`src/hw/rtl/dacp_pkg.sv`:
```
package dacp_pkg;

	typedef struct packed {
		logic [7:0] char_byte;
		logic       line_last;
	} char_item_t;

	typedef struct packed {
		logic [2:0]  status;
		logic [38:0] cents;
	} res_item_t;

	// Line state as seen by the byte scanner.
	typedef enum logic [1:0] {
		PH_LEAD,
		PH_BODY,
		PH_TRAIL
	} phase_t;

	// Everything the range check and cents conversion need about a finished line.
	// The status here is final except that an ok line may still turn out of range.
	typedef struct packed {
		logic [2:0]  status;
		logic        overflow;
		logic [31:0] whole;
		logic [6:0]  frac;
	} scan_res_t;

	localparam logic [2:0] ST_OK           = 3'd0;
	localparam logic [2:0] ST_EMPTY        = 3'd1;
	localparam logic [2:0] ST_BAD_CHAR     = 3'd2;
	localparam logic [2:0] ST_EXTRA_SEP    = 3'd3;
	localparam logic [2:0] ST_TOO_MANY_DEC = 3'd4;
	localparam logic [2:0] ST_NO_DIGIT     = 3'd5;
	localparam logic [2:0] ST_RANGE        = 3'd6;

	localparam logic [31:0] MAX_UNITS_RST = 32'd1000000;
	localparam logic [31:0] WHOLE_LIMIT   = 32'hFFFF_FFFF;

	localparam logic [7:0] CH_NUL   = 8'h00;
	localparam logic [7:0] CH_TAB   = 8'h09;
	localparam logic [7:0] CH_LF    = 8'h0A;
	localparam logic [7:0] CH_VT    = 8'h0B;
	localparam logic [7:0] CH_FF    = 8'h0C;
	localparam logic [7:0] CH_CR    = 8'h0D;
	localparam logic [7:0] CH_SPACE = 8'h20;
	localparam logic [7:0] CH_COMMA = 8'h2C;
	localparam logic [7:0] CH_DOT   = 8'h2E;
	localparam logic [7:0] CH_ZERO  = 8'h30;
	localparam logic [7:0] CH_NINE  = 8'h39;

	localparam logic [1:0] FRAC_DIGITS_MAX = 2'd2;

endpackage

```
`src/hw/rtl/dacp_scan.sv`:
```
module dacp_scan (
	input  logic                   clk,
	input  logic                   arst_n,
	input  logic                   step,
	input  dacp_pkg::char_item_t   item,
	output dacp_pkg::scan_res_t    res
);
	import dacp_pkg::*;

	phase_t      phase_q, phase_d;
	logic        sep_q, sep_d;
	logic [1:0]  fd_q, fd_d;
	logic        dig_q, dig_d;
	logic [2:0]  err_q, err_d;
	logic [31:0] whole_q, whole_d;
	logic [6:0]  frac_q, frac_d;
	logic        ovf_q, ovf_d;
	logic        ended_q, ended_d;

	logic [7:0]  c;
	logic [3:0]  digit;
	logic [35:0] whole_x10;
	logic        is_blank;
	logic        is_digit;

	always_comb begin
		c         = item.char_byte;
		digit     = c[3:0];
		is_digit  = (c >= CH_ZERO) && (c <= CH_NINE);
		is_blank  = (c == CH_SPACE) || (c == CH_TAB) || (c == CH_VT) ||
		            (c == CH_FF) || (c == CH_CR);
		whole_x10 = ({4'b0, whole_q} << 3) + ({4'b0, whole_q} << 1) + {32'b0, digit};

		phase_d = phase_q;
		sep_d   = sep_q;
		fd_d    = fd_q;
		dig_d   = dig_q;
		err_d   = err_q;
		whole_d = whole_q;
		frac_d  = frac_q;
		ovf_d   = ovf_q;
		ended_d = ended_q;

		if (!ended_q) begin
			if (c == CH_NUL || c == CH_LF) begin
				ended_d = 1'b1;
			end else if (err_q != ST_OK) begin
				// The first error sticks for the rest of the line.
			end else if (is_blank) begin
				if (phase_q == PH_BODY) begin
					phase_d = PH_TRAIL;
				end
			end else if (phase_q == PH_TRAIL) begin
				err_d = ST_BAD_CHAR;
			end else begin
				phase_d = PH_BODY;
				if (is_digit) begin
					dig_d = 1'b1;
					if (sep_q) begin
						if (fd_q >= FRAC_DIGITS_MAX) begin
							err_d = ST_TOO_MANY_DEC;
						end else begin
							frac_d = (frac_q << 3) + (frac_q << 1) + {3'b0, digit};
							fd_d   = fd_q + 2'd1;
						end
					end else if (!ovf_q) begin
						if (whole_x10[35:32] != 4'd0) begin
							ovf_d   = 1'b1;
							whole_d = WHOLE_LIMIT;
						end else begin
							whole_d = whole_x10[31:0];
						end
					end
				end else if (c == CH_DOT || c == CH_COMMA) begin
					if (sep_q) begin
						err_d = ST_EXTRA_SEP;
					end else begin
						sep_d = 1'b1;
					end
				end else begin
					err_d = ST_BAD_CHAR;
				end
			end
		end

		// A single fraction digit counts as tenths.
		res.frac     = (fd_d == 2'd1) ? ((frac_d << 3) + (frac_d << 1)) : frac_d;
		res.whole    = whole_d;
		res.overflow = ovf_d;
		priority if (phase_d == PH_LEAD) begin
			res.status = ST_EMPTY;
		end else if (err_d != ST_OK) begin
			res.status = err_d;
		end else if (!dig_d) begin
			res.status = ST_NO_DIGIT;
		end else begin
			res.status = ST_OK;
		end
	end

	always_ff @(posedge clk or negedge arst_n) begin
		if (!arst_n) begin
			phase_q <= PH_LEAD;
			sep_q   <= 1'b0;
			fd_q    <= 2'd0;
			dig_q   <= 1'b0;
			err_q   <= ST_OK;
			whole_q <= '0;
			frac_q  <= '0;
			ovf_q   <= 1'b0;
			ended_q <= 1'b0;
		end else if (step) begin
			if (item.line_last) begin
				phase_q <= PH_LEAD;
				sep_q   <= 1'b0;
				fd_q    <= 2'd0;
				dig_q   <= 1'b0;
				err_q   <= ST_OK;
				whole_q <= '0;
				frac_q  <= '0;
				ovf_q   <= 1'b0;
				ended_q <= 1'b0;
			end else begin
				phase_q <= phase_d;
				sep_q   <= sep_d;
				fd_q    <= fd_d;
				dig_q   <= dig_d;
				err_q   <= err_d;
				whole_q <= whole_d;
				frac_q  <= frac_d;
				ovf_q   <= ovf_d;
				ended_q <= ended_d;
			end
		end
	end

endmodule

```
`src/hw/rtl/dacp_finish.sv`:
```
module dacp_finish (
	input  dacp_pkg::scan_res_t snap,
	input  logic [31:0]         max_units,
	output dacp_pkg::res_item_t item
);
	import dacp_pkg::*;

	logic        out_of_range;
	logic [38:0] whole_ext;

	always_comb begin
		whole_ext    = {7'b0, snap.whole};
		out_of_range = snap.overflow || (snap.whole > max_units) ||
		               ((snap.whole == max_units) && (snap.frac != 7'd0));
		item.status  = snap.status;
		item.cents   = '0;
		if (snap.status == ST_OK) begin
			if (out_of_range) begin
				item.status = ST_RANGE;
			end else begin
				// whole * 100 as 64 + 32 + 4.
				item.cents = (whole_ext << 6) + (whole_ext << 5) + (whole_ext << 2) +
				             {32'b0, snap.frac};
			end
		end
	end

endmodule

```
`src/hw/rtl/decimal_amount_to_cents_parser_unit.sv`:
```
// Decimal amount parser: a text line arrives one byte per item, with line_last set on
// its final byte, and the block answers each line with one result item holding a status
// code and the amount in exact integer cents (cents is zero unless the status is ok).
// A NUL or newline byte ends the content, and the rest of the line is then ignored.
// Leading and trailing blanks are skipped, the body takes digits with at most one '.'
// or ',' and at most two decimals, and amounts above max_units whole units are flagged
// out of range. The block takes one byte per clock cycle while char_stall is low; it
// stalls when a line's last byte finds the line snapshot register full. That byte goes
// through the input and line snapshot registers before the result register shows the
// result. The sustained rate is set by the per-byte accumulator update (a times-ten
// and add on the 32-bit whole part), which closes on itself every cycle. max_units
// resets to one million and is written through cfg_wr_en and cfg_wr_data; the user
// must write it only while no line is in flight, as the block does not enforce this.
module decimal_amount_to_cents_parser_unit (
	input  logic                 clk,
	input  logic                 arst_n,
	input  logic                 char_valid,
	output logic                 char_stall,
	input  dacp_pkg::char_item_t char_item,
	output logic                 res_valid,
	input  logic                 res_stall,
	output dacp_pkg::res_item_t  res_item,
	input  logic                 cfg_wr_en,
	input  logic [31:0]          cfg_wr_data
);
	import dacp_pkg::*;

	// Configuration register.
	logic [31:0] max_units_q;

	// Stage 1 holds the accepted byte while the scanner folds it into the line state.
	logic       valid_s1;
	char_item_t item_s1;

	// Stage 2 holds the summary of a finished line.
	logic      valid_s2;
	scan_res_t snap_s2;

	// The result register.
	logic      res_valid_q;
	res_item_t res_q;

	scan_res_t scan_res;
	res_item_t fin_item;
	logic      res_free;
	logic      load_res;
	logic      s2_free;
	logic      s1_go;
	logic      char_acc;

	// Each stage moves on when the one after it is empty or is emptying in the
	// same cycle. Only the last byte of a line needs room in stage 2; every other
	// byte just updates the line state and leaves.
	always_comb begin
		res_free   = !res_valid_q || !res_stall;
		load_res   = valid_s2 && res_free;
		s2_free    = !valid_s2 || load_res;
		s1_go      = valid_s1 && (!item_s1.line_last || s2_free);
		char_stall = valid_s1 && !s1_go;
		char_acc   = char_valid && !char_stall;
	end

	dacp_scan u_scan (
		.clk    (clk),
		.arst_n (arst_n),
		.step   (s1_go),
		.item   (item_s1),
		.res    (scan_res)
	);

	dacp_finish u_finish (
		.snap      (snap_s2),
		.max_units (max_units_q),
		.item      (fin_item)
	);

	always_ff @(posedge clk or negedge arst_n) begin
		if (!arst_n) begin
			max_units_q <= MAX_UNITS_RST;
			valid_s1    <= 1'b0;
			valid_s2    <= 1'b0;
			res_valid_q <= 1'b0;
		end else begin
			if (cfg_wr_en) begin
				max_units_q <= cfg_wr_data;
			end
			if (char_acc) begin
				valid_s1 <= 1'b1;
			end else if (s1_go) begin
				valid_s1 <= 1'b0;
			end
			if (s1_go && item_s1.line_last) begin
				valid_s2 <= 1'b1;
			end else if (load_res) begin
				valid_s2 <= 1'b0;
			end
			if (load_res) begin
				res_valid_q <= 1'b1;
			end else if (!res_stall) begin
				res_valid_q <= 1'b0;
			end
		end
	end

	// Payload registers carry no reset; their valid flags guard them.
	always_ff @(posedge clk) begin
		if (char_acc) begin
			item_s1 <= char_item;
		end
		if (s1_go && item_s1.line_last) begin
			snap_s2 <= scan_res;
		end
		if (load_res) begin
			res_q <= fin_item;
		end
	end

	assign res_valid = res_valid_q;
	assign res_item  = res_q;

endmodule

```
`config.mk`:
```
export PLATFORM = sky130hd
export DESIGN_NAME = decimal_amount_to_cents_parser_unit
export DESIGN_NICKNAME = d
export VERILOG_FILES = /design/src/hw/rtl/dacp_pkg.sv /design/src/hw/rtl/dacp_scan.sv /design/src/hw/rtl/dacp_finish.sv /design/src/hw/rtl/decimal_amount_to_cents_parser_unit.sv
export SDC_FILE = /design/constraint.sdc
export NUM_CORES = 1
export LEC_CHECK = 0
export BUFFER_PORTS_ARGS = -buffer_cell sky130_fd_sc_hd__buf_2
export CAP_MARGIN = 10
export CORE_UTILIZATION = 40
export CTS_BUF_LIST = sky130_fd_sc_hd__clkbuf_8
export CTS_CLUSTER_SIZE = 40
export DETAILED_ROUTE_END_ITERATION = 10
export GPL_TIMING_DRIVEN = 1
export SYNTH_ARGS = -nofsm -noshare
export SYNTH_HDL_FRONTEND = slang
export SYNTH_SLANG_ARGS = --single-unit
```
`constraint.sdc`:
```
create_clock -name clk -period 9.3 [get_ports clk]
set_input_delay 1.86 -clock clk [delete_from_list [all_inputs] [get_ports clk]]
set_output_delay 1.86 -clock clk [all_outputs]
set_load 0.005 [all_outputs]
```
==> results.yml <==
global_routing:
  grtUsageMet2_pct: 28.7
  use_met1_pct: 26.3
  grt_overflow_total: 0
  busiest_layer: "met2"
  grt_pass1_wl_um: 48500
  grt_antenna_before_repair: 0
  grt_pass1_vias: 9493
  grtUsageTotal_pct: 18.3
  grt_util_met3_pct: 2.37
  grt_max_degree: 64
routing:
  drt_pre_antenna_iters: 5
  totalWireLength_um: 29400
  dr_total_vias: 9790
  drt_first_iter_violations: 628
  drc: 0
  viasPerCell: 5.24
  drtAntennaViolNets: 0
  wire_per_inst_um: 15.7
critical_path:
  required_ns: 9.52
  start_kind: "flop"
  crit_fanout: 4
  arrival_ns: 4.66
  critical_path_class: "flop to flop"
  critPathCaptureType: "flop"
floorplan:
  core_um2: 31800
  die_area_um2: 33400
  die_y_um: 183
  start_util_pct: 41.1
  ios: 90
  fp-row-count: 65
  die_w_um: 183
power:
  pwr-share-clk_pct: 30.2
  combPwrFrac_pct: 20.2
  ir_worst_vdd_v: 0.0000760
  switchingPower_mw: 0.550
  p_sw_share_pct: 30.1
  power_density_nw_per_um2: 127
  seqPwrFrac_pct: 49.6
  p_leak_nw: 6.70
  p_int_mw: 1.27
  report.power.total_mw: 1.82
cells_and_area:
  register_area_um2: 4960
  nets: 1686
  drive_gt1_share_pct: 10.9
  layout_common_cells: "ha_1, nand2_1, o21ai_0, nor2_1, edfxtp_1"
  multi_input_area_um2: 7700
  layout_commonest_cell: "ha_1"
  nFillCells: 3046
  diodes: 0
  syn2layout_area_growth_pct: 10.0
sta:
  min_period_over_period_pct: 47.8
  fmax_mhz: 225
  hold_viol: 0
  slew_viol_final: 0
  min_period_ns: 4.44
  setup_tns_ns: 0
  max_slew_margin_pct: 39.4
  rsz0062_at_grt: "no"
  skew_ns: 0.0226
  tightest_slew_ns: 0.907
  setup_viol: 0
synthesis:
  synth_compound_area_share_pct: 16.5
  postSynthCellCount: 1343
  synth-simple-area-share_pct: 14.8
  ys_types: 71
  ys_ff_latch: 179
  synth.avg_cell_area_um2: 9.72
  synth_edf_count: 94
  synth_top_area_cell: "edfxtp_1"
  synth-main-ff-cell: "edfxtp_1"
  synthArstFlopShare_pct: 47.5
  synthAdderAreaFrac_pct: 23.0
  synth_top_family_by_area: "adder cells"
  synth-xor-area-share_pct: 3.96
  synth_warnings: 0
  muxShareOfSynthArea_pct: 0.546
  syn-num-nets: 1607
  netlist_area_um2: 13100
  synth-seq-area-share_pct: 38.0
  synth_area_leaders: "edfxtp_1, ha_1, dfrtp_1"
  synth_top_area_share_pct: 21.6
place:
  portBuffers: 89
  gp_congestion: 0.844
  place_hpwl_um: 23200
clocking:
  clk_path_buf_depth: 2
  cts_tree: "built"
  clkSlewWorstSetupHoldPaths_ns: 0.10
  cts_hold_buffers: 0
  post_cts_buffers: 0
  clock-sinks: 179
  ctsResizeCount: 0
  htree_levels: 4
  cts_buffers: 17
  cts-root-buf: "clkbuf_8"
  clkLatencyLatePin_ns: 0.48
status:
  status: "finished, final reports clean"
job:
  maxCapViolCount: 0
min_path:
  min_path_type: "flop to flop"
worst paths after layout:
path	startpoint	end	slack, ns	cells past startpoint
worst max-delay path	snap_s2[8]	res_item[36]	4.86	13
worst min-delay path	snap_s2[40]	res_item[39]	0.50	0
worst max register to register	snap_s2[8]	res_item[36]	4.86	13
worst min register to register	snap_s2[40]	res_item[39]	0.50	0
max in group asynchronous	arst_n	max_units_q[21]	6.84	2
min in group asynchronous	arst_n	valid_s1	1.28	1
layer usage:
metal / routed length [um] / up-vias
li1: - / 4977
met1: 15100 / 4624
met2: 13100 / 159
met3: 744 / 30
met4: 467 / 0
met5: 0 / -
power by group through the flow:
stage	clock, mW	combinational [mW]	sequential [mW]
after global routing	0.597	0.424	0.910
final	0.551	0.369	0.904
after global placement	0	0.368	0.921
after detailed placement	0	0.368	0.922
after floorplan	0	0.267	0.917
after CTS	0.568	0.372	0.905
area by class of cell:
| class | instances | area share (%) |
|---|---|---|
| Timing Repair Buffer | 98 | 3.59 |
| Tap cell | 435 | 3.79 |
| Inverter | 70 | 1.83 |
| Multi-Input combinational cell | 1056 | 53.6 |
| Clock buffer | 17 | 1.63 |
| Clock inverter | 15 | 1.09 |
| Sequential cell | 179 | 34.5 |
per-stage QoR:
stage	area (um2)	hold slack [ns]	instances	util, %	setup WS (ns)
finish	14400	0.501	1870	45.2	4.86
floorplan	13100	0.450	1343	-	3.84
global placement	14000	0.457	1838	44.0	4.77
CTS	14400	0.507	1870	45.2	4.86
detailed placement	14000	0.468	1838	44.0	4.76
global route	14400	0.522	1870	45.2	4.57
critical path: stages (launching register included):
cell and delay, ns:
edfxtp_1 0.49, fa_1 0.54, fa_1 0.42, ha_1 0.35
a21o_1 0.15, a211oi_1 0.09, o211ai_1 0.25, nand3_1 0.19
o31a_1 0.32, o31ai_1 0.43, o311ai_1 0.18, a211oi_1 0.50
or4_1 0.20, nand3_1 0.07
state kept, by name (all words and copies together), names as in the netlist:
name            count
u_scan.ended_q      1
item_s1             9
max_units_q        32
u_scan.phase_q      2
valid_s2            1
u_scan.fd_q         2
u_scan.sep_q        1
res_item           42
res_valid           1
u_scan.ovf_q        1
u_scan.err_q        3
u_scan.whole_q     32
snap_s2            43
u_scan.dig_q        1
u_scan.frac_q       7
valid_s1            1
cells in the mapped netlist, types with 6 or more instances:
cell type	number
nor2_1	116
edfxtp_1	94
o211ai_1	8
nor3_1	23
fa_1	36
clkbuf_1	32
nand4_1	15
nand2b_1	21
dfstp_2	7
or3_1	7
inv_1	70
a31oi_1	7
xnor2_1	33
o21bai_1	8
and2_1	17
a21o_1	37
xor2_1	26
nand2_1	154
dfrtp_1	78
ha_1	182
o31ai_1	9
nand3_1	18
nor2b_1	12
a21oi_1	90
o21ai_0	135
o21a_1	7
mux2i_1	6
a211oi_1	12
cell families (layout without fill, tap and decap cells):
group / Yosys count / after routing
adder cells (fa/ha/maj): 218 / 218
XOR/XNOR: 59 / 59
AO/OA/AOI/OAI: 354 / 354
flip-flops: 179 / 179
multiplexers: 7 / 7
AND/OR/NAND/NOR: 418 / 418
buffers and inverters: 108 / 200
No activity file was read; power rests on OpenSTA's default activity.
